### src/hw/rtl/ffua_pkg.sv
// Shared types and constants of the first-fit unit allocator.
// Used by the cell chain, the top level and the port checker; depends on nothing.
package ffua_pkg;

    // Free-map units held by one cell of the chain.
    localparam int unsigned CELL_UNITS = 16;
    localparam int unsigned POS_W      = $clog2(CELL_UNITS);

    // Field widths fixed by the request and result words.
    localparam int unsigned CNT_W = 11;
    localparam int unsigned GNT_W = 10;

    localparam logic OP_ALLOC = 1'b0;
    localparam logic OP_FREE  = 1'b1;

    localparam logic ST_OK   = 1'b0;
    localparam logic ST_FAIL = 1'b1;

    typedef struct packed {
        logic             opcode;
        logic [CNT_W-1:0] start_offset;
        logic [CNT_W-1:0] unit_count;
    } t_in;

    typedef struct packed {
        logic             status;
        logic [GNT_W-1:0] granted_offset;
        logic [CNT_W-1:0] freed_count;
    } t_out;

    // Token control that travels from cell to cell.
    typedef struct packed {
        logic vld;       // token present
        logic mark;      // 1: write a range, 0: search for a run
        logic set_free;  // value written by a mark token
        logic found;     // search token already holds a fitting run
    } t_ctl;

endpackage

### src/hw/rtl/ffua_cell.sv
// One cell of the allocator chain: holds CELL_UNITS free-map bits.
// Searches for a fitting run or writes a range as a token passes; uses ffua_pkg.
module ffua_cell
    import ffua_pkg::*;
#(
    parameter int unsigned NUM_UNITS = 1024,
    parameter int unsigned CELL_IDX  = 0,
    parameter int unsigned PW        = 11
) (
    input  logic             i_clk,
    input  logic             i_rst_n,
    input  t_ctl             i_ctl,
    input  logic [CNT_W-1:0] i_run,
    input  logic [CNT_W-1:0] i_count,
    input  logic [PW-1:0]    i_lo,
    input  logic [PW-1:0]    i_hi,
    output t_ctl             o_ctl,
    output logic [CNT_W-1:0] o_run,
    output logic [CNT_W-1:0] o_count,
    output logic [PW-1:0]    o_lo,
    output logic [PW-1:0]    o_hi
);

    localparam int unsigned BASE = CELL_IDX * CELL_UNITS;
    localparam int unsigned CW   = (PW > CNT_W + 1) ? PW : CNT_W + 1;

    logic [CELL_UNITS-1:0] r_free;
    t_ctl                  r_ctl;
    logic [CNT_W-1:0]      r_run;
    logic [CNT_W-1:0]      r_count;
    logic [PW-1:0]         r_lo;
    logic [PW-1:0]         r_hi;

    t_ctl                  n_ctl;
    logic [CNT_W-1:0]      n_run;
    logic [PW-1:0]         n_lo;
    logic [PW-1:0]         n_hi;

    logic [CELL_UNITS-1:0] win [CELL_UNITS];
    logic [CELL_UNITS-1:0] fit;
    logic [CELL_UNITS-1:0] first;
    logic [CELL_UNITS-1:0] tail;
    logic [CELL_UNITS-1:0] in_rng;
    logic [POS_W-1:0]      pos;
    logic [CW-1:0]         end_idx;
    logic [CNT_W:0]        run_sum;
    logic                  hit;
    logic                  searching;

    // A run ending at unit j fits when every unit of the window inside this cell
    // is free and the run carried in from lower cells covers the rest.
    always_comb begin
        for (int j = 0; j < CELL_UNITS; j++) begin
            for (int i = 0; i < CELL_UNITS; i++) begin
                if (i <= j) begin
                    win[j][i] = (CNT_W'(j - i) < i_count);
                end else begin
                    win[j][i] = 1'b0;
                end
            end
            fit[j] = ~|(win[j] & ~r_free) &&
                     ((i_count <= CNT_W'(j + 1)) ||
                      (({1'b0, i_run} + (CNT_W + 1)'(j + 1)) >= {1'b0, i_count}));
        end
        first = fit & (~fit + 1'b1);
        hit   = |fit;
        pos   = '0;
        for (int j = 0; j < CELL_UNITS; j++) begin
            if (first[j]) begin
                pos = pos | POS_W'(j);
            end
        end
        end_idx = CW'(BASE) + CW'(pos);

        // Free units at the top end of the cell start the run handed on.
        for (int i = 0; i < CELL_UNITS; i++) begin
            tail[i] = &(r_free | CELL_UNITS'((1 << i) - 1));
        end

        for (int i = 0; i < CELL_UNITS; i++) begin
            in_rng[i] = (PW'(BASE + i) >= i_lo) && (PW'(BASE + i) < i_hi);
        end
    end

    assign searching = i_ctl.vld && !i_ctl.mark && !i_ctl.found;

    always_comb begin
        n_ctl   = i_ctl;
        n_lo    = i_lo;
        n_hi    = i_hi;
        run_sum = {1'b0, i_run} + (CNT_W + 1)'(CELL_UNITS);
        if (&r_free) begin
            // Hold the carried run at its ceiling; it already covers any count.
            n_run = run_sum[CNT_W] ? '1 : run_sum[CNT_W-1:0];
        end else begin
            n_run = CNT_W'($countones(tail));
        end
        if (searching && hit) begin
            n_ctl.found = 1'b1;
            n_lo        = PW'(end_idx + CW'(1) - CW'(i_count));
            n_hi        = PW'(end_idx + CW'(1));
        end
    end

    always_ff @(posedge i_clk) begin
        if (!i_rst_n) begin
            r_ctl <= '0;
            for (int i = 0; i < CELL_UNITS; i++) begin
                r_free[i] <= (BASE + i < NUM_UNITS);
            end
        end else begin
            r_ctl <= n_ctl;
            if (i_ctl.vld && i_ctl.mark) begin
                for (int i = 0; i < CELL_UNITS; i++) begin
                    if (in_rng[i]) begin
                        r_free[i] <= i_ctl.set_free;
                    end
                end
            end
        end
    end

    always_ff @(posedge i_clk) begin
        r_run   <= n_run;
        r_count <= i_count;
        r_lo    <= n_lo;
        r_hi    <= n_hi;
    end

    assign o_ctl   = r_ctl;
    assign o_run   = r_run;
    assign o_count = r_count;
    assign o_lo    = r_lo;
    assign o_hi    = r_hi;

endmodule

### config.mk
export PLATFORM = sky130hd
export DESIGN_NAME = ffua_cell
export DESIGN_NICKNAME = d
export VERILOG_FILES = /design/src/hw/rtl/ffua_pkg.sv /design/src/hw/rtl/ffua_cell.sv
export SDC_FILE = /design/constraint.sdc
export NUM_CORES = 1
export LEC_CHECK = 0
export ABC_AREA = 1
export ABC_CLOCK_PERIOD_IN_PS = 5300
export BUFFER_PORTS_ARGS = -buffer_cell sky130_fd_sc_hd__buf_2
export CAP_MARGIN = 20
export CELL_PAD_IN_SITES_DETAIL_PLACEMENT = 0
export CELL_PAD_IN_SITES_GLOBAL_PLACEMENT = 1
export CORE_ASPECT_RATIO = 1.25
export CORE_MARGIN = 1
export CORE_UTILIZATION = 39
export CTS_CLUSTER_SIZE = 14
export DETAILED_ROUTE_END_ITERATION = 16
export PLACE_DENSITY_LB_ADDON = 0.1
export SETUP_SLACK_MARGIN = 0.5
export SYNTH_ARGS = -nofsm -noshare
export SYNTH_HDL_FRONTEND = slang
export SYNTH_SLANG_ARGS = --single-unit
### constraint.sdc
create_clock -name i_clk -period 5.3 [get_ports i_clk]
set_clock_uncertainty 0.2 [all_clocks]
set_input_delay 0.265 -clock i_clk [delete_from_list [all_inputs] [get_ports i_clk]]
set_output_delay 0.265 -clock i_clk [all_outputs]
set_load 0.05 [all_outputs]
==> results.sh, run 1 <==
export IMPL_status="finished clean"
export IMPL_grt_util_met2_pct=59.40
export IMPL_ant_nets=0
export IMPL_regToRegSetupSlack_ns=0.65
export IMPL_syn_to_final_growth_pct=34.08
export IMPL_worst_pin_slew_ns=0.7754
export IMPL_async_flop_share_pct=0
export IMPL_syn_area_per_cell_um2=6.204
export IMPL_reg2reg_to="o_run[4]$_DFF_P_"
export IMPL_dieArea_um2=27950
export IMPL_cp_common_cell="inv_2"
export IMPL_p_leak_nw=7.454
export IMPL_max_slew_margin_pct=46.97
export IMPL_ys_seq_area_share_pct=12.04
export IMPL_endpoint="o_run[4]$_DFF_P_"
export IMPL_rsz0062_at_grt="true"
export IMPL_setup_viol=0
export IMPL_antenna_found_initial=1
export IMPL_cts_sinks=64
export IMPL_cpPeakStageDelay_ns=0.51
export IMPL_wirelength_um=45520
export IMPL_yosysUniqueCellTypes=51
export IMPL_cts_tree="yes"
export IMPL_die_h_um=186.7
export IMPL_fin_ws_ns=0.6519
export IMPL_ir_drop_uv=203.7
export IMPL_initial_core_util_pct=39.66
export IMPL_ctsLongestPathBuffers=2
export IMPL_slowest_stage="fa_1"
export IMPL_drive_gt1_share_pct=25.39
export IMPL_grt_start_max_net_pins=23
export IMPL_required_ns=5.38
export IMPL_min_path_cells=3
export IMPL_fin_area_um2=14270
export IMPL_drtIter0Drc=725
export IMPL_hold_class="in2reg"
export IMPL_vias_per_cell=5.220
export IMPL_cts_htree_levels=3
export IMPL_synth_fp_nets=1944
export IMPL_pre_cts_slack_ns=-0.1446
export IMPL_grt_util_met3_pct=2.763
export IMPL_dp_hpwl_um=35840
export IMPL_whs_ns=0.02445
export IMPL_finalCritPeriodShare_pct=87.70
export IMPL_crit_cells=23
export IMPL_track_usage_pct=32.42
export IMPL_drc_errors=0
export IMPL_fill_cells=2828
export IMPL_rows=67
export IMPL_synthFlopType="dfxtp_1"
export IMPL_critPathKind="reg2reg"
export IMPL_synth_seq_cells=64
export IMPL_drv_cap=0
export IMPL_nNetsFinal=2225
export IMPL_grt_pass1_vias=11830
export IMPL_cp_arrival_ns=4.73
export IMPL_final_util_pct=53.18
export IMPL_drv_slew=0
export IMPL_hold_viol=0
export IMPL_path_cells="nand2_2 > inv_2 > nand2_4 > nor3_4 > nand2_2 > nor2_4 > inv_2 > nor2_4 > nand2_4 > nor3_4 > nand2_1 > inv_2 > fa_1 > inv_2 > fa_1 > fa_1 > inv_1 > fa_1 > ha_2 > inv_2 > fa_2 > nand3b_1 > a31oi_1"
export IMPL_numCtsBuffers=9
export IMPL_path_buf_inv=6
export IMPL_clk_insertion_delay_late_ns=0.34
export IMPL_die_w_um=149.7
export IMPL_met1_usage_pct=37.19
export IMPL_critPathLaunchType="flip-flop"
export IMPL_ys_warn_count=0
export IMPL_place_congestion=0.9841
export IMPL_multiInputGateArea_um2=9050
export IMPL_reg2reg_from="r_free[14]$_SDFFE_PN1P_"
export IMPL_regArea_um2=1289
export IMPL_grt_pass1_wl_um=68170
export IMPL_vias=12251
export IMPL_crit_start="r_free[14]$_SDFFE_PN1P_"
export IMPL_cts_root_buf="clkbuf_16"
export IMPL_end_kind="flip-flop"
export IMPL_reg2regPathDepth=23
export IMPL_syn_area_um2=10640
export IMPL_drtPass1Iterations=5
export IMPL_clkSlewWorstSetupHoldPaths_ns=0.06
export IMPL_routedWlPerCell_um=19.39
export IMPL_fmax_ghz=0.2151
export IMPL_core_um2=26830
export IMPL_io_pin_count=98
export IMPL_busiest_layer="met2"
export IMPL_synth_edff_count=0
export IMPL_syn_inst=1715
export IMPL_worstPathMaxFanout=4
export IMPL_portBuffers=97
export IMPL_powerDensity_nw_per_um2=175.4
export IMPL_fin_tns_setup_ns=0
export IMPL_crit_family="adder cells"
export IMPL_grt_overflow=0
export IMPL_min_period_ns=4.648
export IMPL_dpl_cell_area_um2=12590
stage by stage:
stage,cells,total power [mW]
after CTS,2322,2.405
after floorplan,1715,1.219
after global placement,2273,1.618
final,2347,2.502
after detailed placement,2273,1.624
after global routing,2347,2.655
sequential cells by signal, indices dropped and copies added, names as in the netlist:
| register | cells |
|---|---|
| o_count | 11 |
| r_free | 16 |
| o_run | 11 |
| o_lo | 11 |
| o_hi | 11 |
| o_ctl | 4 |
worst min-delay path: stages:
cell and delay (ns):
buf_2 0.10, inv_1 0.07, o21ai_1 0.08
cells in the mapped netlist, types with 7 or more instances:
library cell  instances  area [um^2]
buf_4                 7        52.55
nand3_1              67        335.3
a21oi_1              96        480.5
nor3_1               31        155.2
inv_2                13        48.80
ha_1                168         2102
fa_1                 11        220.2
o21ai_1               7        35.03
o21ai_0              77        385.4
a21o_1               10        75.07
a31oi_1              11        68.82
nand2_1             464         1742
nand2_2              17        106.4
buf_2                 7        35.03
inv_1               215        807.0
dfxtp_1              64         1281
nor2_1              200        750.7
nand4_1              41        256.5
clkinv_1              7        26.28
o211ai_1              9        67.56
xor2_1               92        805.8
nor2_4                8        90.09
nand3b_1             11        82.58
nor2_2               10        62.56
clkbuf_1             13        48.80
layout by cell type (no fill, tap or decap), drive strengths merged, types with 8 or more instances in the layout:
master | netlist | layout
nor2 | 221 | 221
xor2 | 92 | 92
o21ai | 84 | 84
a21o | 10 | 10
a21oi | 96 | 96
fa | 11 | 11
nand3 | 71 | 71
dlygate4sd3 | 0 | 28
a31oi | 11 | 11
ha | 168 | 168
nand3b | 11 | 11
buf | 21 | 274
clkinv | 7 | 8
o211ai | 9 | 9
nor3 | 31 | 31
clkbuf | 13 | 14
inv | 228 | 227
nand2 | 486 | 486
nand4 | 42 | 42
dfxtp | 64 | 64
worst min path at each step:
stage	startpoint	endpoint	slack, ns
2_1_floorplan	i_count[0]	o_count[0]$_DFF_P_	0.09
3_3_place_gp	i_count[10]	o_count[10]$_DFF_P_	0.21
3_5_place_dp	i_count[10]	o_count[10]$_DFF_P_	0.21
4_1_cts	i_lo[1]	o_lo[1]$_DFF_P_	0.01
5_1_grt	i_lo[1]	o_lo[1]$_DFF_P_	0.03
6_report	i_hi[4]	o_hi[4]$_DFF_P_	0.02
power breakdown:
part	switching, mW	total [mW]	leakage (nW)	internal (mW)
Clock	0.232	0.730	0.179	0.499
Combinational	0.766	1.26	6.74	0.491
Sequential	0.00659	0.515	0.534	0.508
per-layer routing:
layer / routed length [um] / up-vias
li1: - / 6125
met1: 18190 / 5651
met2: 22970 / 356
met3: 1848 / 119
met4: 2502 / 0
met5: 0 / -
cells by family after synthesis:
family	count (synthesis)	synth area share, %
XOR/XNOR	98	8.067
buffers and inverters	269	10.10
AO/OA/AOI/OAI	230	11.94
adder cells (fa/ha/maj)	179	21.83
flip-flops	64	12.04
AND/OR/NAND/NOR	875	36.03
repair_timing:
item	4_1_cts	5_1_grt
hold buffers	28	0
buffers inserted	5	24
resized for setup	50	169
pin swaps	13	99
setup endpoints to repair	11	12
hold endpoints to repair	28	0
area by class of cell:
| cell class | instances | share of cell area (%) |
|---|---|---|
| antenna | 1 | 0.01754 |
| clock buffer | 12 | 1.868 |
| clock inverter | 4 | 0.6929 |
| inverter | 235 | 6.262 |
| multi-input combinational | 1382 | 63.44 |
| sequential | 64 | 9.034 |
| tap | 345 | 3.026 |
| timing repair buffer | 304 | 15.66 |
No activity file was read; power rests on OpenSTA's default activity.
==> run 2: changes to the inputs <==
--- a/config.mk
+++ b/config.mk
@@ -6,14 +6,14 @@
 export NUM_CORES = 1
 export LEC_CHECK = 0
 export ABC_AREA = 1
-export ABC_CLOCK_PERIOD_IN_PS = 5300
+export ABC_CLOCK_PERIOD_IN_PS = 5900
 export BUFFER_PORTS_ARGS = -buffer_cell sky130_fd_sc_hd__buf_2
 export CAP_MARGIN = 20
 export CELL_PAD_IN_SITES_DETAIL_PLACEMENT = 0
 export CELL_PAD_IN_SITES_GLOBAL_PLACEMENT = 1
 export CORE_ASPECT_RATIO = 1.25
 export CORE_MARGIN = 1
-export CORE_UTILIZATION = 39
+export CORE_UTILIZATION = 47
 export CTS_CLUSTER_SIZE = 14
 export DETAILED_ROUTE_END_ITERATION = 16
 export PLACE_DENSITY_LB_ADDON = 0.1
==> constraint.sdc (replaced) <==
create_clock -name i_clk -period 5.9 [get_ports i_clk]
set_clock_uncertainty 0.2 [all_clocks]
set_input_delay 0.295 -clock i_clk [delete_from_list [all_inputs] [get_ports i_clk]]
set_output_delay 0.295 -clock i_clk [all_outputs]
set_load 0.05 [all_outputs]
==> run 2 against run 1 <==
Compared with the run above:
- die area is 17% lower
- worst setup slack improved by 0.13 ns
- power fell by 22%
- via count fell by 0.67%
- register-to-register slack gained 0.21 ns
- largest power group unchanged
- first-iteration DRC count increased by 30%
==> results.sh, run 2 (synthesis gave the netlist of run 1 again) <==
export IMPL_drc_errors=0
export IMPL_track_usage_pct=36.60
export IMPL_reg2reg_from="r_free[15]$_SDFFE_PN1P_"
export IMPL_cp_arrival_ns=5.13
export IMPL_syn_to_final_growth_pct=20.17
export IMPL_top_register="r_free"
export IMPL_ctsLongestPathBuffers=2
export IMPL_p_comb_share_pct=50.2
export IMPL_ir_drop_uv=201.8
export IMPL_min_from="i_hi[4]"
export IMPL_die_w_um=136.6
export IMPL_dieArea_um2=23250
export IMPL_layout_cells_non_filler=2189
export IMPL_grt_pass1_vias=11374
export IMPL_initial_core_util_pct=47.91
export IMPL_min_path_cells=3
export IMPL_p_int_mw=1.097
export IMPL_status="finished clean"
export IMPL_p_switching_mw=0.8463
export IMPL_slowest_stage="dlygate4sd3_1"
export IMPL_dp_cells=2127
export IMPL_vias_per_cell=5.559
export IMPL_setup_viol=0
export IMPL_wl_met1_um=16080
export IMPL_rows=61
export IMPL_final_cell_mix="nand2_1 (452), inv_1 (209), nor2_1 (188)"
export IMPL_finalCritPeriodShare_pct=86.81
export IMPL_reg2reg_to="o_run[4]$_DFF_P_"
export IMPL_numCtsBuffers=9
export IMPL_portBuffers=97
export IMPL_fin_area_um2=12790
export IMPL_drtPass1Iterations=7
export IMPL_dp_hpwl_um=33220
export IMPL_drive_gt1_share_pct=16.68
export IMPL_clk_insertion_delay_late_ns=0.34
export IMPL_hold_viol=0
export IMPL_cts_tree="yes"
export IMPL_grt_overflow=0
export IMPL_io_pin_count=98
export IMPL_required_ns=5.91
export IMPL_vias=12169
export IMPL_topRoutingLayerUsed="met4"
export IMPL_fill_cells=2256
export IMPL_antenna_found_initial=0
export IMPL_critPathKind="in2reg"
export IMPL_cts_htree_levels=3
export IMPL_end_kind="flip-flop"
export IMPL_wl_met3_um=2312
export IMPL_critPathLaunchType="primary input"
export IMPL_drtIter0Drc=945
export IMPL_min_period_ns=5.122
export IMPL_rsz0062_at_grt="true"
export IMPL_hold_class="in2reg"
export IMPL_fmax_ghz=0.1953
export IMPL_ant_nets=0
export IMPL_grt_start_max_net_pins=27
export IMPL_cpPeakStageDelay_ns=0.54
export IMPL_dr_wl_met2_um=20700
export IMPL_crit_cells=29
export IMPL_worstPathMaxFanout=10
export IMPL_path_buf_inv=5
export IMPL_drv_slew=0
export IMPL_grt_pass1_wl_um=63430
export IMPL_nNetsFinal=2130
export IMPL_max_slew_margin_pct=51.97
export IMPL_clkPwrFrac_pct=26.0
export IMPL_place_congestion=0.9979
export IMPL_routedWlPerCell_um=19.27
export IMPL_powerDensity_nw_per_um2=152.0
export IMPL_p_leak_nw=6.877
export IMPL_clkSlewWorstSetupHoldPaths_ns=0.06
export IMPL_swShare_pct=43.54
export IMPL_worst_pin_slew_ns=0.7150
export IMPL_largest_register_ff_count=16
export IMPL_power_frac_seq_pct=23.8
export IMPL_final_common_cell="nand2_1"
export IMPL_regToRegSetupSlack_ns=0.86
export IMPL_diodes=0
export IMPL_drv_cap=0
export IMPL_cts_root_buf="clkbuf_16"
export IMPL_cp_common_cell="nand2_1"
export IMPL_fin_tns_setup_ns=0
export IMPL_die_h_um=170.2
export IMPL_dpl_cell_area_um2=11800
export IMPL_cts_sinks=64
export IMPL_reg2regPathDepth=23
export IMPL_core_um2=22210
export IMPL_crit_family="simple AND/OR/NAND/NOR gates"
export IMPL_min_to="o_hi[4]$_DFF_P_"
export IMPL_wirelength_um=42180
## run 2: changes by cell type in the layout (fill, tap and decap cells not counted), moves of 12 or more
| cell | delta |
|---|---|
| ha_4 | -13 |
| inv_2 | -16 |
| nand2_1 | +29 |
| inv_1 | +14 |
| ha_1 | +14 |
| nand2_2 | -22 |
| buf_6 | -12 |
| buf_4 | -80 |
## run 2: worst max-delay path by stage
stage	start	end	slack [ns]
after global placement	i_run[2]	o_lo[7]$_DFF_P_	0.20
after global routing	i_run[1]	o_lo[10]$_DFF_P_	0.44
after detailed placement	i_run[2]	o_lo[7]$_DFF_P_	0.20
final	i_count[5]	o_lo[10]$_DFF_P_	0.78
after CTS	i_run[2]	o_lo[10]$_DFF_P_	0.52
after floorplan	i_run[3]	o_lo[7]$_DFF_P_	0.70
## run 2: per-stage QoR
step	hold slack, ns	setup slack (ns)	power [mW]	util [%]
floorplan	0.1227	0.7005	1.092	-
global placement	0.2432	0.2002	1.379	53.11
detailed placement	0.2441	0.1996	1.387	53.11
CTS	0.01968	0.5158	1.909	55.56
global route	0.02840	0.4365	2.070	57.57
finish	0.02575	0.7784	1.944	57.57
## run 2: power groups by stage
stage	logic, mW	registers, mW	clock network, mW
2_1_floorplan	0.531	0.561	0
3_3_place_gp	0.907	0.472	0
3_5_place_dp	0.915	0.472	0
4_1_cts	0.934	0.463	0.512
5_1_grt	1.08	0.466	0.528
6_report	0.976	0.463	0.505
## run 2: routing by layer
metal,global-route usage [%],vias up
li1,-,5933
met1,41.72,5512
met2,63.87,543
met3,3.515,181
met4,24.93,0
met5,0,-
## run 2: layout make-up
| cell class | instances | area (um^2) | area share, % |
|---|---|---|---|
| clock inverter | 6 | 45.04 | 0.3523 |
| timing repair buffer | 208 | 1446 | 11.31 |
| sequential | 64 | 1282 | 10.03 |
| tap | 283 | 354.1 | 2.769 |
| clock buffer | 10 | 239.0 | 1.869 |
| multi-input combinational | 1382 | 8512 | 66.57 |
| inverter | 235 | 899.6 | 7.036 |
| timing repair inverter | 1 | 7.507 | 0.05871 |
## run 2: worst min-delay path: stages
cell and delay, ns:
buf_2 0.07, inv_1 0.04, o21ai_1 0.12
## run 2: timing repair
item | 4_1_cts | 5_1_grt
pin swaps | 0 | 9
setup endpoints to repair | 4 | 12
buffers inserted | 0 | 20
cloned | 0 | 1
hold buffers | 25 | 0
endpoints found under the hold margin | 25 | 0
resized for setup | 3 | 83
==> run 3: changes to the inputs <==
--- a/config.mk
+++ b/config.mk
@@ -17,6 +17,7 @@
 export CTS_CLUSTER_SIZE = 14
 export DETAILED_ROUTE_END_ITERATION = 16
 export PLACE_DENSITY_LB_ADDON = 0.1
+export RECOVER_POWER = 25
 export SETUP_SLACK_MARGIN = 0.5
 export SYNTH_ARGS = -nofsm -noshare
 export SYNTH_HDL_FRONTEND = slang
==> run 3 against run 2 <==
Compared with the run above:
- cell count did not move
- clock power hardly changed
- core utilization shrank 0.15 points
- sequential share of layout area is essentially flat
- first-iteration DRC count rose by 1.1%
- critical path depth increased by 1
- largest cell class unchanged
- largest power group unchanged
==> results.sh, run 3 (synthesis gave the netlist of run 1 again) <==
export IMPL_status="finished clean"
export IMPL_required_ns=5.91
export IMPL_drive_gt1_share_pct=15.27
export IMPL_hold_class="in2reg"
export IMPL_dp_hpwl_um=33220
export IMPL_end_kind="flip-flop"
export IMPL_die_h_um=170.2
export IMPL_slowest_stage="dlygate4sd3_1"
export IMPL_cts_sinks=64
export IMPL_power_mw=1.942
export IMPL_cts_htree_levels=3
export IMPL_final_common_cell="nand2_1"
export IMPL_io_pin_count=98
export IMPL_hold_viol=0
export IMPL_vias=12129
export IMPL_fin_tns_setup_ns=0
export IMPL_place_congestion=0.9979
export IMPL_worst_pin_slew_ns=0.7380
export IMPL_grt_overflow=0
export IMPL_topRoutingLayerUsed="met4"
export IMPL_finalCritPeriodShare_pct=89.48
export IMPL_critPathLaunchType="primary input"
export IMPL_die_w_um=136.6
export IMPL_rows=61
export IMPL_dr_wl_met2_um=20780
export IMPL_ctsLongestPathBuffers=2
export IMPL_antenna_found_initial=0
export IMPL_routedWlPerCell_um=19.33
export IMPL_dieArea_um2=23250
export IMPL_diodes=0
export IMPL_initial_core_util_pct=47.91
export IMPL_max_slew_margin_pct=50.80
export IMPL_rsz0062_at_grt="true"
export IMPL_portBuffers=97
export IMPL_drc_errors=0
export IMPL_p_leak_nw=6.801
export IMPL_top_register="r_free"
export IMPL_min_period_ns=5.279
export IMPL_final_cell_mix="nand2_1 (452), inv_1 (209), nor2_1 (188)"
export IMPL_drv_slew=0
export IMPL_worstPathMaxFanout=12
export IMPL_ir_drop_uv=201.1
export IMPL_drv_cap=0
export IMPL_ant_nets=0
export IMPL_layout_cells_non_filler=2189
export IMPL_nNetsFinal=2130
export IMPL_cpPeakStageDelay_ns=0.53
export IMPL_wirelength_um=42310
export IMPL_vias_per_cell=5.541
export IMPL_powerDensity_nw_per_um2=152.3
export IMPL_largest_register_ff_count=16
export IMPL_drtPass1Iterations=5
export IMPL_cts_root_buf="clkbuf_16"
export IMPL_grt_pass1_vias=11374
export IMPL_clkSlewWorstSetupHoldPaths_ns=0.06
export IMPL_syn_to_final_growth_pct=19.85
export IMPL_numCtsBuffers=9
export IMPL_grt_start_max_net_pins=27
export IMPL_wl_met3_um=2202
export IMPL_drtIter0Drc=955
export IMPL_cp_arrival_ns=5.29
export IMPL_fmax_ghz=0.1894
export IMPL_track_usage_pct=36.60
export IMPL_cts_tree="yes"
export IMPL_core_um2=22210
export IMPL_wl_met1_um=16270
export IMPL_fill_cells=2268
export IMPL_setup_viol=0
export IMPL_dp_cells=2127
export IMPL_grt_pass1_wl_um=63430
export IMPL_critPathKind="in2reg"
export IMPL_clk_insertion_delay_late_ns=0.34
run 3: cell count changes in the layout (fill, tap and decap cells not counted), sizes merged:
cell | before | now
buf | 178 | 151
clkbuf | 15 | 42
run 3: through the flow:
stage | cell area, um^2 | hold WS, ns | util [%] | setup WS, ns
after floorplan | 10640 | 0.1227 | - | 0.7005
after global placement | 11800 | 0.2432 | 53.11 | 0.2002
after detailed placement | 11800 | 0.2441 | 53.11 | 0.1996
after CTS | 12340 | 0.01968 | 55.56 | 0.5158
after global routing | 12750 | 0.02840 | 57.42 | 0.2491
final | 12750 | 0.02732 | 57.42 | 0.6209
run 3: area by class of cell:
type / count / area, um^2 / area share (%)
multi-input combinational: 1382 / 8512 / 66.75
timing repair inverter: 1 / 7.507 / 0.05887
clock buffer: 10 / 239.0 / 1.874
clock inverter: 6 / 45.04 / 0.3532
tap: 283 / 354.1 / 2.777
sequential: 64 / 1282 / 10.06
inverter: 235 / 899.6 / 7.055
timing repair buffer: 208 / 1413 / 11.08
run 3: worst max-delay path: cells and delay by family:
kind / cells / cell delay, ns
AO/OA/AOI/OAI: 3 / 0.44
adder cells (fa/ha/maj): 3 / 0.83
XOR/XNOR: 1 / 0.18
buffers and inverters: 7 / 1.65
AND/OR/NAND/NOR: 16 / 1.86
run 3: timing repair:
| item | CTS | global route |
|---|---|---|
| hold endpoints to repair | 25 | 0 |
| gates cloned | 0 | 1 |
| setup buffers | 0 | 20 |
| setup endpoints to repair | 4 | 12 |
| gates resized for setup | 3 | 83 |
| hold buffers | 25 | 0 |
| pin swaps | 0 | 9 |
run 3: worst paths after layout:
kind	cells past startpoint	startpoint	slack [ns]	end
worst max register to register	23	r_free[15]$_SDFFE_PN1P_	0.86	o_run[4]$_DFF_P_
worst min register to register	2	r_free[15]$_SDFFE_PN1P_	0.32	r_free[15]$_SDFFE_PN1P_
worst max-delay path	30	i_count[5]	0.62	o_lo[10]$_DFF_P_
worst min-delay path	3	i_hi[4]	0.03	o_hi[4]$_DFF_P_
run 3: report_power, final:
group          leakage, nW  internal [mW]  total, mW  switching (mW)
registers            0.534          0.457      0.464         0.00616
clock network        0.131          0.296      0.505           0.209
logic                 6.14          0.341      0.973           0.632
total                 6.80           1.09       1.94           0.848
run 3: layer usage:
layer  global-route usage [%]  vias up
li1                         -     5931
met1                    41.72     5534
met2                    63.87      496
met3                    3.515      168
met4                    24.93        0
met5                        0        -
